==> src/hdl/ycc_pkg.sv <==
// Shared types and constants for the YCbCr to RGB converter.
// Depends on nothing; every other file of the block imports it.
package ycc_pkg;

  localparam int SAMPLE_W   = 16;  // width of one input sample field
  localparam int COEF_W     = 19;  // signed coefficient width, scale 2^16
  localparam int RGB_W      = 8;   // width of one output component
  localparam int DEPTH_W    = 5;   // width of the sample depth register
  localparam int CFG_IDX_W  = 3;   // register index width
  localparam int CFG_DATA_W = 19;  // widest register

  localparam int MIN_DEPTH       = 8;
  localparam int LUMA_OFS_BASE   = 16;
  localparam int CHROMA_OFS_BASE = 128;
  localparam int SHIFT_BASE      = 8;
  localparam int RGB_MAX         = 255;

  // Register indexes of the configuration port
  typedef enum logic [CFG_IDX_W-1:0] {
    REG_SAMPLE_DEPTH  = 3'd0,
    REG_FULL_RANGE    = 3'd1,
    REG_COEF_LUMA     = 3'd2,
    REG_COEF_RED_CR   = 3'd3,
    REG_COEF_GREEN_CB = 3'd4,
    REG_COEF_GREEN_CR = 3'd5,
    REG_COEF_BLUE_CB  = 3'd6
  } cfg_reg_t;

  // Reset values (BT.709 full range)
  localparam logic [DEPTH_W-1:0]       RST_SAMPLE_DEPTH  = 5'd8;
  localparam logic                     RST_FULL_RANGE    = 1'b1;
  localparam logic signed [COEF_W-1:0] RST_COEF_LUMA     = 19'sd65536;
  localparam logic signed [COEF_W-1:0] RST_COEF_RED_CR   = 19'sd103206;
  localparam logic signed [COEF_W-1:0] RST_COEF_GREEN_CB = -19'sd12276;
  localparam logic signed [COEF_W-1:0] RST_COEF_GREEN_CR = -19'sd30679;
  localparam logic signed [COEF_W-1:0] RST_COEF_BLUE_CB  = 19'sd121608;

  // Settings seen by the offset, multiplier and clamp stages; depth is already clamped
  typedef struct packed {
    logic [DEPTH_W-1:0]       depth;
    logic                     full_range;
    logic signed [COEF_W-1:0] coef_luma;
    logic signed [COEF_W-1:0] coef_red_cr;
    logic signed [COEF_W-1:0] coef_green_cb;
    logic signed [COEF_W-1:0] coef_green_cr;
    logic signed [COEF_W-1:0] coef_blue_cb;
  } ycc_cfg_t;

endpackage

==> src/hdl/ycc_mult.sv <==
// Stage 2: the five coefficient products, one multiplier each.
// Depends on ycc_pkg.
module ycc_mult #(
  parameter int SAMPLE_BITS = 16
) (
  input  logic                                       clk,
  input  logic                                       rst,
  input  ycc_pkg::ycc_cfg_t                          cfg,
  input  logic                                       up_valid,
  output logic                                       up_ready,
  input  logic signed [SAMPLE_BITS:0]                y,
  input  logic signed [SAMPLE_BITS:0]                u,
  input  logic signed [SAMPLE_BITS:0]                v,
  output logic                                       dn_valid,
  input  logic                                       dn_ready,
  output logic signed [SAMPLE_BITS+ycc_pkg::COEF_W:0] p_ly,
  output logic signed [SAMPLE_BITS+ycc_pkg::COEF_W:0] p_rv,
  output logic signed [SAMPLE_BITS+ycc_pkg::COEF_W:0] p_gu,
  output logic signed [SAMPLE_BITS+ycc_pkg::COEF_W:0] p_gv,
  output logic signed [SAMPLE_BITS+ycc_pkg::COEF_W:0] p_bu
);
  import ycc_pkg::*;

  localparam int PW = SAMPLE_BITS + COEF_W + 1;

  assign up_ready = !dn_valid || dn_ready;

  always_ff @(posedge clk) begin
    if (rst) begin
      dn_valid <= 1'b0;
    end else if (up_ready) begin
      dn_valid <= up_valid;
    end
  end

  always_ff @(posedge clk) begin
    if (up_valid && up_ready) begin
      p_ly <= PW'(y) * PW'(cfg.coef_luma);
      p_rv <= PW'(v) * PW'(cfg.coef_red_cr);
      p_gu <= PW'(u) * PW'(cfg.coef_green_cb);
      p_gv <= PW'(v) * PW'(cfg.coef_green_cr);
      p_bu <= PW'(u) * PW'(cfg.coef_blue_cb);
    end
  end
endmodule

==> config.mk <==
export PLATFORM = sky130hd
export DESIGN_NAME = ycc_mult
export DESIGN_NICKNAME = d
export VERILOG_FILES = /design/src/hdl/ycc_pkg.sv /design/src/hdl/ycc_mult.sv
export SDC_FILE = /design/constraint.sdc
export NUM_CORES = 2
export LEC_CHECK = 0
export ABC_AREA = 1
export BUFFER_PORTS_ARGS = -buffer_cell sky130_fd_sc_hd__buf_4
export CAP_MARGIN = 5
export CORE_ASPECT_RATIO = 0.6
export CORE_MARGIN = 2
export CORE_UTILIZATION = 70
export DETAILED_ROUTE_END_ITERATION = 6
export GPL_TIMING_DRIVEN = 1
export PLACE_DENSITY = 0.94
export SETUP_SLACK_MARGIN = 0.02
export SLEW_MARGIN = 20
export SYNTH_ARGS = -nofsm -noshare
export SYNTH_HDL_FRONTEND = slang
export SYNTH_SLANG_ARGS = --single-unit
==> constraint.sdc <==
create_clock -name clk -period 15.9 [get_ports clk]
set_input_delay 0 -clock clk [delete_from_list [all_inputs] [get_ports clk]]
set_output_delay 0 -clock clk [all_outputs]
set_load 0.005 [all_outputs]
After elaboration in Yosys (flattened, before gate mapping)
Index checks and enable logic that the tools add are counted.

operators by class
  $mul = 5
  reductions and logical operators = 3

operators by type and width
  kind                          count
  multiplier 17 x 19 -> 36 bit  5
  logical AND 1 bit             1
  zero test 1 bit               1
  logical OR 1 bit              1

storage, ports and cells
  logic and storage cells = 14
  input bits = 156
  flip-flop bits (word level) = 181
  output and inout bits = 182

Logic depth before layout (Yosys ltp)
  depth in word-level cells = 3
  gate-level depth with buffers = 29
  gate-level depth less buffers = 27

Worst setup path after synthesis
No wires, ideal clock.

  kind = register to register
  start point = register dn_valid
  end point = register p_bu[0] in the netlist's numbering, enable pin
  required time = 15121 ps
  buffers on the path = 0
  period minus slack after synthesis = 9780 ps
  cell stages (with the launch flop) = 2
  library setup time = 779 ps
  arrival = 9001 ps
  setup slack = 6120 ps
  path through = dfxtp_1 > a21oi_1

between the ends
  word-level cells in the longest chain between the ends = 3

RTL lines
  what                    RTL line        text
  from (decl)             ycc_mult.sv:14  output logic dn_valid,
  from (signal assigned)  ycc_mult.sv:32  dn_valid <= up_valid;
  zero test 1 bit         ycc_mult.sv:26  assign up_ready = !dn_valid || dn_ready;
  logical OR 1 bit        ycc_mult.sv:26
  logical AND 1 bit       ycc_mult.sv:37  if (up_valid && up_ready) begin
  to (signal assigned)    ycc_mult.sv:42  p_bu <= PW'(u) * PW'(cfg.coef_blue_cb);
  to (decl)               ycc_mult.sv:20  output logic signed [SAMPLE_BITS+ycc_pkg::COEF_W:0] p_bu

No other way between the ends.
A chain may end at the register's enable or synchronous reset.

Worst setup path in the final report
  start point = input u[2]
  end point = register p_bu[32] in the netlist's numbering, data pin

between the ends
  word-level cells in the longest chain between the ends = 1

RTL lines
  what                          RTL line        text
  from (decl)                   ycc_mult.sv:12  input logic signed [SAMPLE_BITS:0] u,
  multiplier 17 x 19 -> 36 bit  ycc_mult.sv:42

No other way between the ends.

==> impl_metrics.env <==
export IMPL_setup_tns_ps=0
export IMPL_reg2reg_from="dn_valid"
export IMPL_cpMaxStageDelayCell="fa_1"
export IMPL_layout_commonest_cell="inv_1"
export IMPL_synth_ff_type="edfxtp_1"
export IMPL_portBuffers=331
export IMPL_gp_congestion=1.02
export IMPL_holdCritStartpoint="u[0]"
export IMPL_vias_per_cell=5.52
export IMPL_ios=338
export IMPL_final_setup_worst_slack_ps=9740
export IMPL_skew_ps=27.9
export IMPL_ys_ff_latch=181
export IMPL_clk_latency_ps=570
export IMPL_fp_dieW_um=414
export IMPL_path_clk_slew_ps=80
export IMPL_ctsResizeCount=0
export IMPL_slew_limit_headroom_pct=36.1
export IMPL_drt_wl_total_um=193000
export IMPL_antenna_found_initial=7
export IMPL_status="completed"
export IMPL_num_nets_final=11229
export IMPL_synth_yosys_seq_area_share_pct=7.70
export IMPL_finalCritPeriodShare_pct=38.7
export IMPL_synth_distinct_cells=36
export IMPL_clock_path_buffers=2
export IMPL_crit_top_cell="fa_1"
export IMPL_cp_start_kind="primary input"
export IMPL_arrival_ps=6480
export IMPL_firstDrtPassIters=7
export IMPL_vias=57105
export IMPL_crit_fanout=38
export IMPL_setup_viol=0
export IMPL_dieArea_sq_um=103000
export IMPL_maxSlewViolCount=0
export IMPL_area_growth_syn_to_layout_pct=5.08
export IMPL_die_h_um=250
export IMPL_syn_instance_count=8993
export IMPL_root_buffer="clkbuf_16"
export IMPL_crit_type="in2reg"
export IMPL_maxCapViolations=0
export IMPL_grt_pass1_vias=61391
export IMPL_critical_path_max_stage_delay_ps=1000
export IMPL_drc_errors=0
export IMPL_ys_warnings_count=0
export IMPL_synth_area_sq_um=70500
export IMPL_grt_max_degree=72
export IMPL_cp_depth=19
export IMPL_async_reset_ff_share_pct=0
export IMPL_cts_buffers=17
export IMPL_dp_hpwl_um=159000
export IMPL_synth_edf_count=180
export IMPL_grt_pass1_wl_um=314000
export IMPL_hold_path_class="in2reg"
export IMPL_required_ps=16220
export IMPL_post_place_ws_ps=9420
export IMPL_synth_nets=11224
export IMPL_grt_overflow=0
export IMPL_reg2reg_depth=3
export IMPL_period_minus_slack_ps=6160
export IMPL_rows=90
export IMPL_critPathBufInv=4
export IMPL_post_drt_wl_per_cell_um=18.6
export IMPL_rsz0062_at_grt="no"
export IMPL_final_cell_mix="2882 x inv_1, 2572 x nand2_1, 1630 x fa_1"
export IMPL_fmax_ghz=0.162
export IMPL_core_area_sq_um=100000
export IMPL_first_iter_violations=6205
export IMPL_drtAntennaViolNets=0
export IMPL_clkSinkCount=181
export IMPL_syn_area_per_cell_sq_um=7.84
export IMPL_startpoint="u[2]"
export IMPL_layout_drive_gt1_share_pct=5.26
export IMPL_grt_usage_pct=38.9
export IMPL_cts_tree="built"
export IMPL_worstMarginPinSlew_ps=958
export IMPL_crit_family="adder cells"
export IMPL_start_util_pct=70.4
export IMPL_h_tree_depth=4
export IMPL_min_path_cells=3
export IMPL_critPathCaptureType="register"
export IMPL_finalHoldViolCount=0
export IMPL_path_cells="buf_4 > nand2_1 > inv_1 > fa_1 > fa_1 > inv_1 > fa_1 > fa_1 > fa_1 > fa_1 > inv_1 > ha_1 > nand2_1 > nor2_1 > nand2_1 > nor4_1 > nand2_1 > nand3_1 > nand2_1"
==> final timing paths <==
check | to | slack [ps]
worst max-delay path | p_bu[32] | 9740
worst max register to register | p_gv[17] | 13560
worst min-delay path | p_bu[0] | 40
worst min register to register | p_gu[15] | 1050
==> cell usage after synthesis, drive strengths merged, types with 8 or more instances <==
cell type / count / area [sq um]
ha: 445 / 5570
a21oi: 135 / 676
nand3: 164 / 856
o21ai: 37 / 193
nand2: 2606 / 9870
buf: 58 / 218
edfxtp: 180 / 5410
inv: 2889 / 10800
clkbuf: 302 / 1130
and2: 12 / 75.1
fa: 1630 / 32600
nand3b: 8 / 60.1
xor2: 76 / 666
or2: 23 / 144
xnor2: 18 / 158
o21bai: 33 / 248
nand4: 37 / 231
nor2: 297 / 1200
nor3: 20 / 150
==> flip-flops by register name (all words and copies together) (netlist names) <==
signal,cells
p_ly,36
p_gu,36
p_gv,36
p_rv,36
dn_valid,1
p_bu,36
==> metrics by stage <==
stage,util (%),area [sq um],hold slack (ps),std cells
2_1_floorplan,-,70500,69.1,8993
3_3_place_gp,73.3,73300,158,10303
3_5_place_dp,73.3,73300,159,10303
4_1_cts,74.0,74000,0.351,10345
5_1_grt,74.0,74100,49.4,10351
6_report,74.0,74100,36.6,10351
==> worst reg2reg max path, cell delays in order (launching register included) <==
cell	delay, ps
dfxtp_1	350
a21oi_4	140
buf_4	560
buf_4	800
==> repair_timing <==
item | CTS | global route
endpoints found under the hold margin | 7 | 0
buffers inserted | 0 | 0
hold buffers | 10 | 0
==> cell type report <==
cell class	instances	area [sq um]
antenna	6	15.0
clock buffer	17	425
clock inverter	15	189
fill	7074	26000
inverter	2890	10800
multi-input combinational	5562	52900
sequential	181	5430
tap	1334	1670
timing repair buffer	346	2620
==> routing by layer <==
layer / GRT usage (%) / wire length (um) / vias to the layer above
met4: 14.5 / 7340 / 2
met1: 54.9 / 74900 / 27725
met3: 9.63 / 24700 / 639
met5: 0 / 19 / -
li1: - / - / 24968
met2: 59.0 / 85900 / 3771
==> cells by family after synthesis <==
logic type / after synthesis / share of synthesized area [%]
compound gates: 212 / 1.66
xor+xnor: 94 / 1.17
fa+ha+maj: 2075 / 54.2
buf+inv: 3250 / 17.3
flops: 181 / 7.70
simple gates: 3181 / 18.0
Power is left out: the tool's default activity adds up to more than one toggle a clock period on the data nets, which glitch-free logic cannot reach.
