--- src/hdl/ycc_pkg.sv ---
// Shared types and constants for the YCbCr to RGB converter.
// Depends on nothing; every other file of the block imports it.
package ycc_pkg;

  localparam int SAMPLE_W   = 16;  // width of one input sample field
  localparam int COEF_W     = 19;  // signed coefficient width, scale 2^16
  localparam int RGB_W      = 8;   // width of one output component
  localparam int DEPTH_W    = 5;   // width of the sample depth register
  localparam int CFG_IDX_W  = 3;   // register index width
  localparam int CFG_DATA_W = 19;  // widest register

  localparam int MIN_DEPTH       = 8;
  localparam int LUMA_OFS_BASE   = 16;
  localparam int CHROMA_OFS_BASE = 128;
  localparam int SHIFT_BASE      = 8;
  localparam int RGB_MAX         = 255;

  // Register indexes of the configuration port
  typedef enum logic [CFG_IDX_W-1:0] {
    REG_SAMPLE_DEPTH  = 3'd0,
    REG_FULL_RANGE    = 3'd1,
    REG_COEF_LUMA     = 3'd2,
    REG_COEF_RED_CR   = 3'd3,
    REG_COEF_GREEN_CB = 3'd4,
    REG_COEF_GREEN_CR = 3'd5,
    REG_COEF_BLUE_CB  = 3'd6
  } cfg_reg_t;

  // Reset values (BT.709 full range)
  localparam logic [DEPTH_W-1:0]       RST_SAMPLE_DEPTH  = 5'd8;
  localparam logic                     RST_FULL_RANGE    = 1'b1;
  localparam logic signed [COEF_W-1:0] RST_COEF_LUMA     = 19'sd65536;
  localparam logic signed [COEF_W-1:0] RST_COEF_RED_CR   = 19'sd103206;
  localparam logic signed [COEF_W-1:0] RST_COEF_GREEN_CB = -19'sd12276;
  localparam logic signed [COEF_W-1:0] RST_COEF_GREEN_CR = -19'sd30679;
  localparam logic signed [COEF_W-1:0] RST_COEF_BLUE_CB  = 19'sd121608;

  // Settings seen by the offset, multiplier and clamp stages; depth is already clamped
  typedef struct packed {
    logic [DEPTH_W-1:0]       depth;
    logic                     full_range;
    logic signed [COEF_W-1:0] coef_luma;
    logic signed [COEF_W-1:0] coef_red_cr;
    logic signed [COEF_W-1:0] coef_green_cb;
    logic signed [COEF_W-1:0] coef_green_cr;
    logic signed [COEF_W-1:0] coef_blue_cb;
  } ycc_cfg_t;

endpackage

--- src/hdl/ycc_sum.sv ---
// Stage 3: add the products into the three exact component sums.
// Depends on ycc_pkg.
module ycc_sum #(
  parameter int SAMPLE_BITS = 16
) (
  input  logic                                         clk,
  input  logic                                         rst,
  input  logic                                         up_valid,
  output logic                                         up_ready,
  input  logic signed [SAMPLE_BITS+ycc_pkg::COEF_W:0]   p_ly,
  input  logic signed [SAMPLE_BITS+ycc_pkg::COEF_W:0]   p_rv,
  input  logic signed [SAMPLE_BITS+ycc_pkg::COEF_W:0]   p_gu,
  input  logic signed [SAMPLE_BITS+ycc_pkg::COEF_W:0]   p_gv,
  input  logic signed [SAMPLE_BITS+ycc_pkg::COEF_W:0]   p_bu,
  output logic                                         dn_valid,
  input  logic                                         dn_ready,
  output logic signed [SAMPLE_BITS+ycc_pkg::COEF_W+2:0] sum_red,
  output logic signed [SAMPLE_BITS+ycc_pkg::COEF_W+2:0] sum_green,
  output logic signed [SAMPLE_BITS+ycc_pkg::COEF_W+2:0] sum_blue
);
  import ycc_pkg::*;

  localparam int SW = SAMPLE_BITS + COEF_W + 3;

  assign up_ready = !dn_valid || dn_ready;

  always_ff @(posedge clk) begin
    if (rst) begin
      dn_valid <= 1'b0;
    end else if (up_ready) begin
      dn_valid <= up_valid;
    end
  end

  always_ff @(posedge clk) begin
    if (up_valid && up_ready) begin
      sum_red   <= SW'(p_ly) + SW'(p_rv);
      sum_green <= SW'(p_ly) + SW'(p_gu) + SW'(p_gv);
      sum_blue  <= SW'(p_ly) + SW'(p_bu);
    end
  end
endmodule

--- config.mk ---
export PLATFORM = sky130hd
export DESIGN_NAME = ycc_sum
export DESIGN_NICKNAME = d
export VERILOG_FILES = /design/src/hdl/ycc_pkg.sv /design/src/hdl/ycc_sum.sv
export SDC_FILE = /design/constraint.sdc
export NUM_CORES = 1
export LEC_CHECK = 0
export BUFFER_PORTS_ARGS = -buffer_cell sky130_fd_sc_hd__buf_4
export CORE_UTILIZATION = 50
export CTS_BUF_LIST = sky130_fd_sc_hd__clkbuf_8 sky130_fd_sc_hd__clkbuf_16
export DETAILED_ROUTE_END_ITERATION = 12
export PLACE_DENSITY = 0.78
export SYNTH_ARGS = -nofsm -noshare
export SYNTH_HDL_FRONTEND = slang
export SYNTH_SLANG_ARGS = --single-unit
--- constraint.sdc ---
create_clock -name clk -period 4.8 [get_ports clk]
set_input_delay 0.24 -clock clk [delete_from_list [all_inputs] [get_ports clk]]
set_output_delay 0.24 -clock clk [all_outputs]
set_load 0.05 [all_outputs]
# ---- Yosys cells after proc, flatten, opt, wreduce, memory -nomap -nowiden
# Index checks and enable logic that the tools add are counted.
dict set report word_totals {
  regBits 115
  input_bits 184
  wordCells 11
}
dict set report classes {
  addsub 4
  reduce_logical 3
}
# operator n
set ops {}
lappend ops {{36-bit by 36-bit adder with 37-bit output} 3}
lappend ops {{37-bit by 36-bit adder with 38-bit output} 1}
lappend ops {{1-bit logical AND} 1}
lappend ops {{1-bit logical NOT} 1}
lappend ops {{1-bit logical OR} 1}

# ---- Logic depth before layout (Yosys ltp)
dict set report depth {
  ltp_word 3
  mapped_depth 13
  mapped_depth_nobuf 13
}

# ---- Least setup slack after synthesis
# Ideal clock, no wire load.
dict set report synth_path {
  path_kind {register -> register}
  start {register dn_valid}
  end {register sum_blue[0] (netlist name) (enable)}
  arrival_time_ns 3.630
  required_ns 4.317
  path_slack_ns 0.686
  path_stages_with_launch 3
  n_path_buf 0
  synth_period_minus_slack_ns 4.114
  cell_sequence {dfxtp_1 nand2b_1 and2_1}
}
dict set report synth_between {
  elab_chain_cells 3
}
# element line_no
set synth_lines {}
lappend synth_lines {{start: declaration} ycc_sum.sv:15} ;# output logic dn_valid,
lappend synth_lines {{start signal: assignment} ycc_sum.sv:31} ;# dn_valid <= up_valid;
lappend synth_lines {{1-bit logical NOT} ycc_sum.sv:25} ;# assign up_ready = !dn_valid || dn_ready;
lappend synth_lines {{1-bit logical OR} ycc_sum.sv:25}
lappend synth_lines {{named net up_ready} ycc_sum.sv:9} ;# output logic up_ready,
lappend synth_lines {{1-bit logical AND} ycc_sum.sv:36} ;# if (up_valid && up_ready) begin
lappend synth_lines {{end signal: assignment} ycc_sum.sv:39} ;# sum_blue <= SW'(p_ly) + SW'(p_bu);
lappend synth_lines {{end: declaration} ycc_sum.sv:19} ;# output logic signed [SAMPLE_BITS+ycc_pkg::COEF_W+2:0] sum_blue
# The timed path passes the listed nets, and every way through them passes these cells.
# A chain may end at the register's enable or synchronous reset.

# ---- Worst setup path after layout
dict set report layout_path {
  start {input port p_ly[1] (netlist name)}
  end {register sum_green[35] (netlist name) (data pin)}
}
dict set report layout_between {
  elab_chain_cells 2
}
# element line_no
set layout_lines {}
lappend layout_lines {{start: declaration} ycc_sum.sv:10} ;# input logic signed [SAMPLE_BITS+ycc_pkg::COEF_W:0] p_ly,
lappend layout_lines {{36-bit by 36-bit adder with 37-bit output} ycc_sum.sv:38} ;# sum_green <= SW'(p_ly) + SW'(p_gu) + SW'(p_gv);
lappend layout_lines {{37-bit by 36-bit adder with 38-bit output} ycc_sum.sv:38}
lappend layout_lines {{end signal: assignment} ycc_sum.sv:38}
lappend layout_lines {{end: declaration} ycc_sum.sv:18} ;# output logic signed [SAMPLE_BITS+ycc_pkg::COEF_W+2:0] sum_green,
# Every way passes these cells.

==> flow_summary.toml <==
[outcome]
status = "finished clean"

[routing]
drc_errors = 0
avgRoutedWirePerCell_microns = 19.1
wl_microns = 29500
routed-via-count = 8926
ant_nets = 0
viasPerCell = 5.79
drt_pass1_iterations = 5
drtIter0Drc = 469

[final_layout]
diodes = 0
fin_util_pct = 66.6
multi_input_area_sq_um = 6300
drive_gt1_share_pct = 27.8
syn2layout_area_growth_pct = 30.6
final_nets = 1595
regArea_sq_um = 3380
final_area_sq_um = 13000
fill_cells = 1549
stdcell_count = 1542

[cts]
postCtsSetupRepairBufs = 0
clockBufferDepth = 2
clk_latency_ns = 0.42
cts.sinks = 113
root_buffer = "clkbuf_16"
post_cts_resized = 0
hold_buffers = 1
ctsHtreeMaxLevel = 4
path_clk_slew_ns = 0.06
cts_buffers = 17
cts_tree = "yes"

[global_route]
grt_pass1_wl_microns = 44600
grtUsageTotal_pct = 29.0
grt_pass1_vias = 8346
overflow = 0
grt_max_degree = 71
grt_antenna_before_repair = 0

[min_path]
worst_hold_path_type = "in -> reg"
hp-start = "up_valid"
worst_hold_path.endpoint = "dn_valid$_SDFFE_PP0N_"
hold_depth = 3

[power_and_ir_drop]
finalPower_mw = 4.96
ir_drop_uv = 263
p_leak_nw = 5.82
power_density_nw_per_um2 = 383

[setup_path]
reg2reg_from = "dn_valid$_SDFFE_PP0N_"
path_max_fanout = 5
end_kind = "register"
rrSetupSlack_ns = 2.64
path_class = "in -> reg"
worstPathRequired_ns = 4.96
startpoint_type = "input port"
reg2reg_to = "sum_green[9]$_DFFE_PP_"
arrival_ns = 3.20
reg2reg_depth = 3

[sta]
whs_ns = 0.0741
finClkSkew_ns = 0.00862
finalHoldViolCount = 0
period_needed_ns = 3.05
setup_ws_ns = 1.75
max_slew_margin_pct = 37.7
grt_setup_unrepaired = "no"
slew_violations = 0
post-route-period-util_pct = 63.5
clock.fmax_ghz = 0.328
setup_viol = 0
tns_ns = 0
worst_slew_pin_slew_ns = 0.934

[run]
maxCapViolations = 0

[floorplan]
die_height_microns = 143
initial_core_util_pct = 51.0
core_sq_um = 19500
dieArea_sq_um = 20400
io_pins = 300
rows = 51
dieWidth_microns = 143

[logic_synthesis]
yosysMostFrequentCell = "a21oi_1"
syn_nets = 1311
yosysWarnings = 0
synthTopCellsByArea = "edfxtp_1 (34%), ha_1 (14%), fa_1 (7.9%)"
async_flop_share_pct = 0
syn-cell-area_sq_um = 9930
yosys.area.top_type = "edfxtp_1"
synth_top_area_share_pct = 33.9
syn_avg_cell_area_sq_um = 10.1
syn_inst = 980
yosysSeqAreaShare_pct = 34.1
ys.flop_type = "edfxtp_1"
ys_types = 66
netlist_top_cells_count = "a21oi_1 (123), edfxtp_1 (112), ha_1 (108)"
synth-edff-count = 112
synth_seq_cells = 113

[placed_design]
dpl_worst_slack_ns = 1.39
io_buffers = 299
placedCellCount = 1509
hpwl_microns = 24300
place.gp.congestion = 0.971
placed_cell_area_sq_um = 12400
-- flip-flops by register name, summed over array words and instances (netlist names) --
| signal | count |
|---|---|
| sum_blue | 37 |
| dn_valid | 1 |
| sum_red | 37 |
| sum_green | 38 |
-- worst max path at each step --
stage | startpoint | cells past startpoint | endpoint
finish | p_ly[1] | 12 | sum_green[35]$_DFFE_PP_
global route | p_ly[1] | 12 | sum_green[31]$_DFFE_PP_
CTS | p_ly[1] | 12 | sum_green[31]$_DFFE_PP_
detailed placement | p_ly[1] | 12 | sum_green[31]$_DFFE_PP_
global placement | p_ly[1] | 12 | sum_green[31]$_DFFE_PP_
floorplan | dn_valid$_SDFFE_PP0N_ | 2 | sum_blue[0]$_DFFE_PP_
-- per-layer routing --
| metal | global-route usage (%) | routed length (microns) |
|---|---|---|
| met3 | 4.83 | 1810 |
| met4 | 10.2 | 842 |
| met2 | 46.3 | 13700 |
| met1 | 39.9 | 13200 |
| met5 | 0 | 0 |
-- kinds of logic after synthesis --
kind of cell,after synthesis,synth area share (%)
mux,3,0.328
flops,113,34.1
buf+inv,61,2.43
fa+ha+maj,147,21.5
xor+xnor,99,8.74
compound gates,345,22.6
simple gates,212,10.3
-- power by group --
| group | leakage (nW) | internal [mW] | total (mW) | switching (mW) |
|---|---|---|---|---|
| Sequential | 1.09 | 1.34 | 1.40 | 0.0542 |
| Clock | 0.290 | 0.812 | 1.29 | 0.481 |
| Combinational | 4.44 | 0.823 | 2.28 | 1.45 |
| Total | 5.82 | 2.98 | 4.96 | 1.99 |
-- area by class of cell --
type                            instances  share of cell area (%)
Multi-Input combinational cell        806                    48.6
Timing Repair Buffer                  301                    17.4
Clock inverter                         15                    1.29
Inverter                               25                   0.724
Sequential cell                       113                    26.1
Clock buffer                           17                    3.28
Tap cell                              265                    2.56
-- layout by cell type (no fill, tap or decap), drive strengths merged, types with 6 or more instances in the layout --
| cell type | n |
|---|---|
| clkinv | 6 |
| xnor2 | 56 |
| o21a | 8 |
| edfxtp | 112 |
| buf | 300 |
| o21bai | 18 |
| xor2 | 43 |
| ha | 108 |
| and3 | 10 |
| o21ai | 59 |
| nor3 | 8 |
| a21oi | 124 |
| fa | 39 |
| nand2 | 66 |
| nor2b | 7 |
| o211ai | 7 |
| nand3 | 30 |
| a21o | 60 |
| inv | 28 |
| nor2 | 43 |
| a211oi | 8 |
| nand4 | 20 |
| nand2b | 7 |
| clkbuf | 17 |
| a31oi | 24 |
-- worst max-delay path: stages --
cell	delay [ns]
buf_4	0.14
fa_1	0.48
ha_1	0.25
fa_1	0.43
a21oi_1	0.23
o211ai_1	0.19
nand3_1	0.14
o21ai_0	0.17
a211o_1	0.37
a31oi_1	0.28
o21bai_1	0.13
xor2_1	0.16
Power figures use the tool's default switching activity.
