===== src/hdl/ycc_pkg.sv =====
// Shared types and constants for the YCbCr to RGB converter.
// Depends on nothing; every other file of the block imports it.
package ycc_pkg;

  localparam int SAMPLE_W   = 16;  // width of one input sample field
  localparam int COEF_W     = 19;  // signed coefficient width, scale 2^16
  localparam int RGB_W      = 8;   // width of one output component
  localparam int DEPTH_W    = 5;   // width of the sample depth register
  localparam int CFG_IDX_W  = 3;   // register index width
  localparam int CFG_DATA_W = 19;  // widest register

  localparam int MIN_DEPTH       = 8;
  localparam int LUMA_OFS_BASE   = 16;
  localparam int CHROMA_OFS_BASE = 128;
  localparam int SHIFT_BASE      = 8;
  localparam int RGB_MAX         = 255;

  // Register indexes of the configuration port
  typedef enum logic [CFG_IDX_W-1:0] {
    REG_SAMPLE_DEPTH  = 3'd0,
    REG_FULL_RANGE    = 3'd1,
    REG_COEF_LUMA     = 3'd2,
    REG_COEF_RED_CR   = 3'd3,
    REG_COEF_GREEN_CB = 3'd4,
    REG_COEF_GREEN_CR = 3'd5,
    REG_COEF_BLUE_CB  = 3'd6
  } cfg_reg_t;

  // Reset values (BT.709 full range)
  localparam logic [DEPTH_W-1:0]       RST_SAMPLE_DEPTH  = 5'd8;
  localparam logic                     RST_FULL_RANGE    = 1'b1;
  localparam logic signed [COEF_W-1:0] RST_COEF_LUMA     = 19'sd65536;
  localparam logic signed [COEF_W-1:0] RST_COEF_RED_CR   = 19'sd103206;
  localparam logic signed [COEF_W-1:0] RST_COEF_GREEN_CB = -19'sd12276;
  localparam logic signed [COEF_W-1:0] RST_COEF_GREEN_CR = -19'sd30679;
  localparam logic signed [COEF_W-1:0] RST_COEF_BLUE_CB  = 19'sd121608;

  // Settings seen by the offset, multiplier and clamp stages; depth is already clamped
  typedef struct packed {
    logic [DEPTH_W-1:0]       depth;
    logic                     full_range;
    logic signed [COEF_W-1:0] coef_luma;
    logic signed [COEF_W-1:0] coef_red_cr;
    logic signed [COEF_W-1:0] coef_green_cb;
    logic signed [COEF_W-1:0] coef_green_cr;
    logic signed [COEF_W-1:0] coef_blue_cb;
  } ycc_cfg_t;

endpackage


===== src/hdl/ycc_clamp.sv =====
// Stage 4: floor shift by depth plus eight and saturate to 0..255.
// Depends on ycc_pkg.
module ycc_clamp #(
  parameter int SAMPLE_BITS = 16
) (
  input  logic                                         clk,
  input  logic                                         rst,
  input  ycc_pkg::ycc_cfg_t                            cfg,
  input  logic                                         up_valid,
  output logic                                         up_ready,
  input  logic signed [SAMPLE_BITS+ycc_pkg::COEF_W+2:0] sum_red,
  input  logic signed [SAMPLE_BITS+ycc_pkg::COEF_W+2:0] sum_green,
  input  logic signed [SAMPLE_BITS+ycc_pkg::COEF_W+2:0] sum_blue,
  output logic                                         dn_valid,
  input  logic                                         dn_ready,
  output logic [ycc_pkg::RGB_W-1:0]                    red,
  output logic [ycc_pkg::RGB_W-1:0]                    green,
  output logic [ycc_pkg::RGB_W-1:0]                    blue
);
  import ycc_pkg::*;

  localparam int SW = SAMPLE_BITS + COEF_W + 3;

  logic [DEPTH_W-1:0] shift;
  logic signed [SW-1:0] q_red;
  logic signed [SW-1:0] q_green;
  logic signed [SW-1:0] q_blue;

  function automatic logic [RGB_W-1:0] sat8(input logic signed [SW-1:0] q);
    logic [RGB_W-1:0] r;
    if (q[SW-1]) begin
      r = '0;
    end else if (q > SW'(RGB_MAX)) begin
      r = RGB_W'(RGB_MAX);
    end else begin
      r = q[RGB_W-1:0];
    end
    return r;
  endfunction

  assign shift   = cfg.depth + DEPTH_W'(SHIFT_BASE);
  assign q_red   = sum_red >>> shift;
  assign q_green = sum_green >>> shift;
  assign q_blue  = sum_blue >>> shift;

  assign up_ready = !dn_valid || dn_ready;

  always_ff @(posedge clk) begin
    if (rst) begin
      dn_valid <= 1'b0;
    end else if (up_ready) begin
      dn_valid <= up_valid;
    end
  end

  always_ff @(posedge clk) begin
    if (up_valid && up_ready) begin
      red   <= sat8(q_red);
      green <= sat8(q_green);
      blue  <= sat8(q_blue);
    end
  end
endmodule

===== config.mk =====
export PLATFORM = sky130hd
export DESIGN_NAME = ycc_clamp
export DESIGN_NICKNAME = d
export VERILOG_FILES = /design/src/hdl/ycc_pkg.sv /design/src/hdl/ycc_clamp.sv
export SDC_FILE = /design/constraint.sdc
export NUM_CORES = 1
export LEC_CHECK = 0
export ABC_CLOCK_PERIOD_IN_PS = 3620
export BUFFER_PORTS_ARGS = -buffer_cell sky130_fd_sc_hd__buf_2
export CORE_UTILIZATION = 24
export CTS_CLUSTER_DIAMETER = 40
export DETAILED_ROUTE_END_ITERATION = 12
export GPL_TIMING_DRIVEN = 0
export HOLD_SLACK_MARGIN = 0.08
export SYNTH_ARGS = -nofsm -noshare
export SYNTH_HDL_FRONTEND = slang
export SYNTH_SLANG_ARGS = --single-unit

===== constraint.sdc =====
create_clock -name clk -period 3.62 [get_ports clk]
set_clock_uncertainty 0.1 [all_clocks]
set_input_delay 0.724 -clock clk [delete_from_list [all_inputs] [get_ports clk]]
set_output_delay 0.724 -clock clk [all_outputs]
set_load 0.005 [all_outputs]

* Word-level counts from Yosys, hierarchy flattened
Index checks and enable logic that the tools add are counted.
Cells by class: add/sub/neg operators 1, order comparisons 3, shift operators 3, muxes and demuxes 3, reduce and logical (&&, ||, !) cells 3
Operators by type and width (number):
- > comparator 38 x 9 -> 1 bit (second input constant) | 3
- >>> shifter 38 x 5 -> 38 bit | 3
- two-way mux 8 bit | 3
- adder 5 x 4 -> 5 bit (second input constant) | 1
- logical AND 1 bit | 1
- logical NOT 1 bit | 1
- logical OR 1 bit | 1
Storage, ports and cells: bits in registers 25, input bits 219, output and inout port bits 26, word-level logic and storage cells 17

* Depth between registers and ports, before layout
depth after elaboration 4, depth in mapped cells 12

* Worst setup path after synthesis
Ideal clock, no wire load.
path kind in2reg, from input cfg[96] in the netlist's numbering, to register red[0] in the netlist's numbering, data pin, arrival 2.620 ns, required time 3.236 ns, setup slack 0.616 ns, stages 11, buffers on the path 5, cells stage by stage buf_6 > buf_6 > buf_6 > buf_6 > buf_2 > mux2i_1 > nand4_1 > o22ai_1 > o2111ai_1 > nor4_2 > a221oi_1
On the way: word-level cells in the longest chain between the ends 4
Ends and longest elaborated chain:
- start: declaration | RTL line ycc_clamp.sv:8 | input ycc_pkg::ycc_cfg_t cfg,
- adder 5 x 4 -> 5 bit * | RTL line ycc_clamp.sv:41 | assign shift = cfg.depth + DEPTH_W'(SHIFT_BASE);
- >>> shifter 38 x 5 -> 38 bit * | RTL line ycc_clamp.sv:42 | assign q_red = sum_red >>> shift;
- > comparator 38 x 9 -> 1 bit | RTL line ycc_clamp.sv:33 | end else if (q > SW'(RGB_MAX)) begin
- two-way mux 8 bit | RTL line ycc_clamp.sv:33
- end signal: assignment | RTL line ycc_clamp.sv:58 | red <= sat8(q_red);
- end: declaration | RTL line ycc_clamp.sv:16 | output logic [ycc_pkg::RGB_W-1:0] red,
Mark *: on every way between the ends. The rest lies on a longest branch, timed or not. A chain may end at the register's enable or synchronous reset.

* Worst setup path after layout
from input cfg[98] in the netlist's numbering, to register red[0] in the netlist's numbering, data pin
The elaborated chain is that of the path after synthesis.

==> flow_summary.json <==
{
  "cts_tree": "built",
  "synth_cell_type_count": 74,
  "pwr-share-seq_pct": 18.7,
  "setup_viol": 0,
  "syn_nets": 1044,
  "fin_cells": 1364,
  "end_kind": "flop",
  "crit_type": "in2reg",
  "synth_top_area_share_pct": 17.6,
  "synth.top_cells.by_count": "mux2i_1 (119), nand2_1 (84), mux2_2 (60)",
  "vias": 8469,
  "cp.buffers_inverters": 5,
  "nets": 1194,
  "whs_path_depth": 2,
  "cts_setup_buffers": 0,
  "placementRows": 63,
  "drt_iter0_markers": 989,
  "dp_slack_ps": -470,
  "syn_inst": 825,
  "finalCritPeriodShare_pct": 98.7,
  "hp-start": "dn_valid$_SDFFE_PP0N_",
  "grt-ovfl-total": 0,
  "dp_hpwl_mm": 32.3,
  "numPortBuffers": 145,
  "worstRegToRegCells": 2,
  "slew_headroom_pct": 27.9,
  "max_clock_freq_mhz": 280,
  "start_kind": "input port",
  "synth.most_common_cell": "mux2i_1",
  "slowest_stage": "buf_1",
  "r2r_setup_slack_ps": 1870,
  "grt_pass1_wl_mm": 57.1,
  "crit_fanout": 10,
  "ioPinCount": 245,
  "cp.required_ps": 3560,
  "grt_pass1_vias": 8151,
  "yosysTopAreaCell": "mux4_2",
  "clock_path_buffers": 2,
  "p_leak_nw": 3.38,
  "avgViaCountPerCell": 6.21,
  "peakVddDrop_v": 0.000149,
  "min_period_ps": 3570,
  "grt_max_degree": 25,
  "drc": 0,
  "critPathMostFrequentCell": "buf_2",
  "critical_path.max_stage_delay_ps": 690,
  "cp_data_arrival_time_ps": 3520,
  "clock_power_share_pct": 13.9,
  "ys_seq_area_share_pct": 10.2,
  "die_area_sq_um": 31000,
  "ys_ff_latch": 25,
  "place_congestion": 1.01,
  "synth_edf_count": 24,
  "yosysWarningCount": 0,
  "drv_cap": 0,
  "die_h_um": 176,
  "area_delta_synth_final_pct": 18.4,
  "drive_above_1_share_pct": 34.5,
  "finalSetupTns_ps": 0,
  "die_w_um": 176,
  "hold_path_class": "reg2reg",
  "dr.pass1.iters": 5,
  "path_cells": "buf_2, clkinv_1, buf_2, buf_1, clkbuf_1, mux2_2, a221oi_1",
  "cts-root-buf": "clkbuf_16",
  "hold_viol": 0,
  "clkSlewWorstSetupHoldPaths_ps": 60,
  "cts.htree.levels": 1,
  "dp.cells": 1360,
  "async_flop_share_pct": 0,
  "max_slew.worst_pin.slew_ps": 1080,
  "antenna_found_initial": 0,
  "fin_ws_ps": 45.5,
  "syn_avg_cell_area_sq_um": 8.82,
  "cts.sinks": 25,
  "worstSkewPairLatency_ps": 260,
  "finalWirelength_mm": 40.0,
  "p_per_area_nw_per_um2": 212,
  "cts_made_buffers": 3,
  "report.power.total_w": 0.00183,
  "sw_frac_of_total_pct": 47.4,
  "r2r-start": "dn_valid$_SDFFE_PP0N_",
  "rr_endpoint": "blue[0]$_SDFFCE_PP0P_",
  "power_frac_comb_pct": 67.4,
  "cp_top_family": "buffers and inverters",
  "wl_per_cell_um": 29.3,
  "ant_nets": 0,
  "ys.flop_type": "edfxtp_1",
  "core_area_sq_um": 29700,
  "status": "complete, no violations",
  "cellInternalPower_w": 0.000960,
  "synth_area_leaders": "mux4_2 (18%), mux2i_1 (16%), edfxtp_1 (9.9%)",
  "maxSlewViolCount": 0,
  "antenna_cells": 0,
  "p_sw_w": 0.000866,
  "start_util_pct": 24.5,
  "syn_area_sq_um": 7270,
  "grtUsageTotal_pct": 25.0,
  "hold_path_end": "dn_valid$_SDFFE_PP0N_"
}
## tightest hold or removal path: stages, from the launching register on
cell and delay (ps):
dfxtp_1 310, nand2b_1 90, a21oi_1 70
## worst max path at each step
stage,startpoint,end,cells after the start
6_report,cfg[98],red[0]$_SDFFCE_PP0P_,7
5_1_grt,cfg[98],red[2]$_SDFFCE_PP0P_,9
4_1_cts,cfg[99],red[0]$_SDFFCE_PP0P_,9
3_5_place_dp,cfg[98],blue[5]$_SDFFCE_PP0P_,9
3_3_place_gp,cfg[98],red[3]$_SDFFCE_PP0P_,9
2_1_floorplan,cfg[96],red[0]$_SDFFCE_PP0P_,11
## placed cells by master (no fill, tap or decap), drive strengths merged, types with 3 or more instances in the layout
master   Yosys  final
o31ai        3      3
nand3       19     19
a32oi        6      6
a221oi       7      7
a211o        5      5
a2111oi      7      7
clkbuf      26     30
o21a         4      4
o22ai        6      6
and2        10     10
a31oi       17     17
or2          3      3
a21oi       46     46
nor4        10     10
nor2        56     56
o31a         3      3
edfxtp      24     24
mux2i      119    119
nand2       84     84
o2111ai      4      4
o32ai        3      3
a21o        10     10
o211ai      14     14
clkinv       3      3
mux2        62     62
inv          7      7
nand2b       7      7
buf         51    195
o211a        3      3
or3          4      4
nand4        8      8
nor3        25     25
a22oi        6      6
nor2b        5      5
o21ai       35     35
a211oi      18     18
nand3b       3      3
nor3b        7      7
o221ai       8      8
mux4        59     59
## power groups by stage
stage,Clock [W],Sequential (W),Combinational (W)
detailed placement,0,0.000349,0.00117
floorplan,0,0.000351,0.000716
finish,0.000253,0.000342,0.00123
global placement,0,0.000349,0.00118
CTS,0.000264,0.000343,0.00118
global route,0.000268,0.000344,0.00128
## timing repair
action / CTS / global route
resized for setup: 2 / 17
hold buffers: 0 / 0
setup endpoints to repair: 21 / 16
pin swaps: 0 / 1
## kinds of logic after synthesis
kind of cell / synth area share, %
simple gates: 16.0
mux: 44.4
xor+xnor: 0.241
buf+inv: 7.21
flops: 10.2
compound gates: 21.9
## sequential cells by signal, summed over array words and instances, names as in the netlist
signal	count
green	8
red	8
blue	8
dn_valid	1
## metal layers
metal / share of wire [%] / vias to the layer above / global-route usage [%]
met1: 42 / 4123 / 34.0
met4: 3.9 / 0 / 10.5
met2: 44 / 652 / 38.7
met3: 10 / 98 / 4.69
met5: 0 / - / 0
li1: - / 3596 / -
## stage by stage
stage               hold slack, ps  util [%]  instance area, sq um
finish                         415      29.0                  8620
global route                   450      29.0                  8620
CTS                            420      28.9                  8570
detailed placement             411      28.6                  8490
global placement               392      28.6                  8490
floorplan                      422         -                  7270
## cell type report
type | count | area, sq um
inverter | 10 | 37.5
clock inverter | 1 | 7.51
timing repair buffer | 145 | 726
multi-input combinational | 713 | 6040
fill | 3213 | 21100
clock buffer | 3 | 75.1
buffer | 77 | 499
tap | 390 | 488
sequential | 25 | 741
Power figures use the tool's default switching activity.
