**config.mk**
```make
export PLATFORM = sky130hd
export DESIGN_NAME = ycc_offset
export DESIGN_NICKNAME = d
export VERILOG_FILES = /design/src/hdl/ycc_pkg.sv /design/src/hdl/ycc_offset.sv
export SDC_FILE = /design/constraint.sdc
export NUM_CORES = 1
export LEC_CHECK = 0
export BUFFER_PORTS_ARGS = -buffer_cell sky130_fd_sc_hd__buf_4
export CORE_MARGIN = 5
export CORE_UTILIZATION = 39
export CTS_BUF_LIST = sky130_fd_sc_hd__clkbuf_16
export DETAILED_ROUTE_END_ITERATION = 16
export GPL_ROUTABILITY_DRIVEN = 1
export HOLD_SLACK_MARGIN = 0.1
export MAX_ROUTING_LAYER = met4
export PLACE_DENSITY_LB_ADDON = 0.12
export SLEW_MARGIN = 10
export SYNTH_ARGS = -nofsm -noshare
export SYNTH_HDL_FRONTEND = slang
export SYNTH_SLANG_ARGS = --single-unit
```
**constraint.sdc**
```tcl
create_clock -name clk -period 2.95 [get_ports clk]
set_input_delay 0 -clock clk [delete_from_list [all_inputs] [get_ports clk]]
set_output_delay 0 -clock clk [all_outputs]
set_load 0.005 [all_outputs]
```
**src/hdl/ycc_pkg.sv**
```systemverilog
// Shared types and constants for the YCbCr to RGB converter.
// Depends on nothing; every other file of the block imports it.
package ycc_pkg;

  localparam int SAMPLE_W   = 16;  // width of one input sample field
  localparam int COEF_W     = 19;  // signed coefficient width, scale 2^16
  localparam int RGB_W      = 8;   // width of one output component
  localparam int DEPTH_W    = 5;   // width of the sample depth register
  localparam int CFG_IDX_W  = 3;   // register index width
  localparam int CFG_DATA_W = 19;  // widest register

  localparam int MIN_DEPTH       = 8;
  localparam int LUMA_OFS_BASE   = 16;
  localparam int CHROMA_OFS_BASE = 128;
  localparam int SHIFT_BASE      = 8;
  localparam int RGB_MAX         = 255;

  // Register indexes of the configuration port
  typedef enum logic [CFG_IDX_W-1:0] {
    REG_SAMPLE_DEPTH  = 3'd0,
    REG_FULL_RANGE    = 3'd1,
    REG_COEF_LUMA     = 3'd2,
    REG_COEF_RED_CR   = 3'd3,
    REG_COEF_GREEN_CB = 3'd4,
    REG_COEF_GREEN_CR = 3'd5,
    REG_COEF_BLUE_CB  = 3'd6
  } cfg_reg_t;

  // Reset values (BT.709 full range)
  localparam logic [DEPTH_W-1:0]       RST_SAMPLE_DEPTH  = 5'd8;
  localparam logic                     RST_FULL_RANGE    = 1'b1;
  localparam logic signed [COEF_W-1:0] RST_COEF_LUMA     = 19'sd65536;
  localparam logic signed [COEF_W-1:0] RST_COEF_RED_CR   = 19'sd103206;
  localparam logic signed [COEF_W-1:0] RST_COEF_GREEN_CB = -19'sd12276;
  localparam logic signed [COEF_W-1:0] RST_COEF_GREEN_CR = -19'sd30679;
  localparam logic signed [COEF_W-1:0] RST_COEF_BLUE_CB  = 19'sd121608;

  // Settings seen by the offset, multiplier and clamp stages; depth is already clamped
  typedef struct packed {
    logic [DEPTH_W-1:0]       depth;
    logic                     full_range;
    logic signed [COEF_W-1:0] coef_luma;
    logic signed [COEF_W-1:0] coef_red_cr;
    logic signed [COEF_W-1:0] coef_green_cb;
    logic signed [COEF_W-1:0] coef_green_cr;
    logic signed [COEF_W-1:0] coef_blue_cb;
  } ycc_cfg_t;

endpackage

```
**src/hdl/ycc_offset.sv**
```systemverilog
// Stage 1: mask samples to the active depth and remove luma/chroma offsets.
// Depends on ycc_pkg.
module ycc_offset #(
  parameter int SAMPLE_BITS = 16
) (
  input  logic                             clk,
  input  logic                             rst,
  input  ycc_pkg::ycc_cfg_t                cfg,
  input  logic                             up_valid,
  output logic                             up_ready,
  input  logic [ycc_pkg::SAMPLE_W-1:0]     luma,
  input  logic [ycc_pkg::SAMPLE_W-1:0]     chroma_blue,
  input  logic [ycc_pkg::SAMPLE_W-1:0]     chroma_red,
  output logic                             dn_valid,
  input  logic                             dn_ready,
  output logic signed [SAMPLE_BITS:0]      y,
  output logic signed [SAMPLE_BITS:0]      u,
  output logic signed [SAMPLE_BITS:0]      v
);
  import ycc_pkg::*;

  logic [SAMPLE_BITS-1:0] mask;
  logic [DEPTH_W-1:0]     scale;
  logic [SAMPLE_BITS-1:0] luma_ofs;
  logic [SAMPLE_BITS-1:0] chroma_ofs;
  logic [SAMPLE_BITS-1:0] y_raw;
  logic [SAMPLE_BITS-1:0] u_raw;
  logic [SAMPLE_BITS-1:0] v_raw;

  assign mask       = ~({SAMPLE_BITS{1'b1}} << cfg.depth);
  assign scale      = cfg.depth - DEPTH_W'(MIN_DEPTH);
  assign luma_ofs   = cfg.full_range ? '0 : (SAMPLE_BITS'(LUMA_OFS_BASE) << scale);
  assign chroma_ofs = SAMPLE_BITS'(CHROMA_OFS_BASE) << scale;
  assign y_raw      = luma[SAMPLE_BITS-1:0] & mask;
  assign u_raw      = chroma_blue[SAMPLE_BITS-1:0] & mask;
  assign v_raw      = chroma_red[SAMPLE_BITS-1:0] & mask;

  assign up_ready = !dn_valid || dn_ready;

  always_ff @(posedge clk) begin
    if (rst) begin
      dn_valid <= 1'b0;
    end else if (up_ready) begin
      dn_valid <= up_valid;
    end
  end

  always_ff @(posedge clk) begin
    if (up_valid && up_ready) begin
      y <= $signed({1'b0, y_raw}) - $signed({1'b0, luma_ofs});
      u <= $signed({1'b0, u_raw}) - $signed({1'b0, chroma_ofs});
      v <= $signed({1'b0, v_raw}) - $signed({1'b0, chroma_ofs});
    end
  end
endmodule

```
== Word level (Yosys, flattened, before mapping) ==
Cells that the tools add are included.

* Input port bits: 153
* Bits in registers: 52
* Output and inout port bits: 53

* Reductions and logical operators: 3
* Add/sub/neg operators: 4
* Shifts and indexed selects: 3
* Multiplexer cells: 1
* Bitwise logic cells: 4

{| class="wikitable"
|+ Operator list
! operator !! number
|-
| $sub 16x16->17 || 3
|-
| $and 16x16->16 || 3
|-
| $mux 16 || 1
|-
| $not 16->16 || 1
|-
| $shl 16x5->16 const A || 1
|-
| $shl 5x5->16 const A || 1
|-
| $shl 8x5->16 const A || 1
|-
| $sub 5x4->5 const B || 1
|-
| $logic_and 1x1->1 || 1
|-
| $logic_not 1->1 || 1
|-
| $logic_or 1x1->1 || 1
|}

== Longest topological paths before layout ==
* Depth in word-level cells: 4
* Gate-level depth with buffers: 11

== Worst setup path before layout ==
Ideal clock, no wire load.

* Path type: input to register
* Start point: in cfg[99] (netlist bit)
* End point: reg y[15] (data pin)
* Cell stages on the path: 11
* Slack: 200 ps
* Data required time: 2685 ps
* Setup time: 265 ps
* Arrival: 2485 ps
* Path through: inv_1 > ha_1 > and3_1 > nand3b_1 > or2_2 > ha_1 > a21o_1 > a221o_1 > a221oi_1 > o21bai_1 > xor2_1

* Word-level cells in the longest chain between the ends: 4

{| class="wikitable"
|+ Ends and longest elaborated chain
! what !! line !! source
|-
| start: declaration || ycc_offset.sv:8 || <nowiki>input ycc_pkg::ycc_cfg_t cfg,</nowiki>
|-
| $sub 5x4->5 / $shl 16x5->16 (equally long branches) || ycc_offset.sv:31, ycc_offset.sv:30 ||
|-
| $shl 5x5->16 / $not 16->16 (equally long branches) || ycc_offset.sv:32, ycc_offset.sv:30 ||
|-
| $mux 16 / $and 16x16->16 (equally long branches) || ycc_offset.sv:32, ycc_offset.sv:34 ||
|-
| $sub 16x16->17 (*) || ycc_offset.sv:50 || <nowiki>y <= $signed({1'b0, y_raw}) - $signed({1'b0, luma_ofs});</nowiki>
|-
| end signal: assignment || ycc_offset.sv:50 ||
|-
| end: declaration || ycc_offset.sv:16 || <nowiki>output logic signed [SAMPLE_BITS:0] y,</nowiki>
|}

Every way passes the cells marked *; elsewhere a longest branch is shown, timed or not.
A chain may end at the register's enable or synchronous reset.

== Worst setup path after layout ==
* Start point: in cfg[99] (netlist bit)
* End point: reg y[11] (data pin)

Same word-level chain as after synthesis.

==> run_results.csv <==
group,metric,value,unit
yosys,seq_area_frac_synth,46.9,%
critical_path,worstSetupEndpoint,"y[11]",
sta,finClkSkew,0.0124,ns
critical_path,critPathCaptureType,"flip-flop",
sta,slew_headroom,57.9,%
sta,worst_pin_slew,0.631,ns
detailed_routing,ant_nets,0,
yosys,ys.flop_type,"edfxtp_1",
global_routing,overflow,0,
cts,clock-root-buffer,"clkbuf_16",
cts,path_clk_slew,0.08,ns
sta,finalHoldViolations,0,
power_and_ir_drop,cellLeakagePower,0.00203,uW
detailed_routing,wl,8540,um
sta,rsz0062_at_grt,"no",
final_layout,drive_gt1_share,32.5,%
power_and_ir_drop,vdd_drop_max,0.000217,V
place,gp_congestion,0.809,
critical_path,rr_endpoint,"u[11]",
sta,drv_slew,0,
yosys,synth_edf_count,51,
sta,period_share,89.2,%
place,dp_cells,535,
yosys,synth_most_common_cell,"edfxtp_1",
outcome,status,"completed",
place,portBuffers,110,
final_layout,antenna_cells,0,
detailed_routing,drt-initial-drc-count,107,
die,dieArea,10400,um^2
final_layout,nNetsFinal,639,
detailed_routing,drtPass1Iterations,5,
yosys,yosys-top-cells-count,"edfxtp_1 (51), nor2b_1 (44), ha_1 (29)",
critical_path,reg2reg_from,"dn_valid",
cts,cts_sinks,52,
min_path,min_path_type,"in -> reg",
sta,setup_viol,0,
critical_path,start_kind,"primary input",
min_path,min_path_cells,3,
die,die_y,102,um
power_and_ir_drop,p_seq_share,43.1,%
global_routing,grt_max_degree,29,
power_and_ir_drop,intPower,1630,uW
global_routing,antenna_found_initial,0,
yosys,netlist.area_leader.share,46.3,%
run,drv_cap,0,
yosys,postSynthCellCount,304,
critical_path,crit_start,"cfg[99]",
cts,cts_tree,"yes",
sta,post-route-min-period,2.63,ns
critical_path,cp_data_required_time,3.01,ns
place,dp_hpwl,6650,um
cts,cts_buffers,5,
critical_path,ff2ff_setup_slack,1.37,ns
yosys,async_reset_ff_share,0,%
yosys,syn-num-nets,486,
power_and_ir_drop,power_density,454,nW/um^2
yosys,avgSynthCellArea,10.9,um^2
cts,cts-htree-levels,2,
yosys,synth_top_area_cell,"edfxtp_1",
cts,clk_path_buf_depth,2,
final_layout,stdcell_count,563,
critical_path,crit_arrival,2.69,ns
die,rows,33,
detailed_routing,drcViolationCount,0,
critical_path,worstRegToRegCells,3,
final_layout,areaGrowthSynthToFinish,44.6,%
global_routing,grt_usage,16.8,%
yosys,syn-cell-area,3310,um^2
critical_path,cp_max_fo,5,
power_and_ir_drop,p_sw_share,25.0,%
critical_path,path_class,"in -> reg",
die,io_pins,206,
die,core_area,8260,um^2
power_and_ir_drop,p_sw,543,uW
detailed_routing,vias,2766,
power_and_ir_drop,p_clk_share,30.3,%
die,die_w,102,um
die,start_util,40.1,%
sta,finalSetupTns,0,ns
power_and_ir_drop,pwr-share-comb,26.6,%
sta,max_freq,380,MHz
yosys,yosys-top-cells-area,"edfxtp_1 (46%), ha_1 (11%), nor2b_1 (8.3%), xnor2_1 (4.0%), xor2_1 (3.2%)",
global_routing,grt_pass1_vias,2720,
detailed_routing,drt-wirelength-per-cell,15.2,um
yosys,ys_warn_count,0,
cts,insertion_delay,0.30,ns
detailed_routing,routed_via_density,4.91,
global_routing,grt_pass1_wl,13100,um
yosys,ys_seq_elements,52,
yosys,ys_types,39,
## power groups by stage
stage          clock (uW)  combinational, uW  sequential, uW
2_1_floorplan           0                286             960
3_3_place_gp            0                554             951
3_5_place_dp            0                560             951
4_1_cts               664                586             937
5_1_grt               705                641             943
6_report              659                578             936
## routing by layer
layer  vias up  GRT usage [%]  routed length, um
met5         -              -                  0
met4         0           3.94                 81
met3         7           2.94                715
met2       108           26.2               3820
met1      1255           23.0               3930
li1       1396              -                  -
## state kept, by name (all words and copies together) (netlist names)
signal	cells
u	17
y	17
v	17
dn_valid	1
## repair_timing
action,4_1_cts,5_1_grt
resized for setup,0,1
setup endpoints to repair,0,3
endpoints found under the hold margin,19,0
setup buffers,0,0
hold buffers,20,0
## cells by family after synthesis
group           count (synthesis)  synth area share, %
buf+inv                        16                 2.04
fa+ha+maj                      29                 11.0
compound gates                 52                 11.6
xor+xnor                       27                 7.15
flops                          52                 46.9
mux                             1                0.303
simple gates                  127                 21.0
## stage by stage
step	hold slack [ns]	area, um^2	power [uW]	setup WS, ns	util, %
finish	0.233	4780	2170	0.318	57.9
global route	0.253	4780	2290	0.0391	57.9
CTS	0.236	4780	2190	0.218	57.9
detailed placement	0.161	4420	1510	-0.0523	53.5
global placement	0.160	4420	1500	-0.0796	53.5
floorplan	0.0691	3310	1250	0.200	-
## cell type report
class / instances / area, um^2
sequential: 52 / 1550
inverter: 9 / 33.8
clock buffer: 5 / 125
multi-input combinational: 236 / 1690
clock inverter: 3 / 37.5
tap: 105 / 131
timing repair buffer: 153 / 1210
fill: 734 / 3480
## how the worst min path moves through the flow
stage	from	endpoint	slack (ns)
6_report	chroma_blue[7]	u[7]	0.23
5_1_grt	chroma_blue[7]	u[7]	0.25
4_1_cts	chroma_blue[15]	u[16]	0.24
3_5_place_dp	rst	dn_valid	0.16
3_3_place_gp	rst	dn_valid	0.16
2_1_floorplan	rst	dn_valid	0.07
## cells in the final DEF, fill, tap and decap left out, drive strengths merged, types with 2 or more instances in the layout
cell type,count
and3,2
nand2b,6
ha,29
nand3,13
nor2,17
xnor2,15
o21ai,7
clkbuf,5
nor3b,2
a21o,6
inv,9
edfxtp,51
o21bai,5
nand2,18
o31ai,2
a31oi,3
buf,133
xor2,12
nor2b,44
a21oi,16
a211oi,3
nor3,7
clkinv,2
a311oi,2
and2,13
dlygate4sd3,20
a221oi,2
## worst max-delay path, cell delays in order
cell       delay (ns)
buf_4            0.09
inv_1            0.05
ha_1             0.36
or3b_4           0.40
or3_1            0.35
ha_1             0.30
o21ai_0          0.10
a2111oi_1        0.45
buf_4            0.19
o21ai_0          0.10
nor2b_1          0.17
xnor2_1          0.12
No activity file was read; power rests on OpenSTA's default activity.
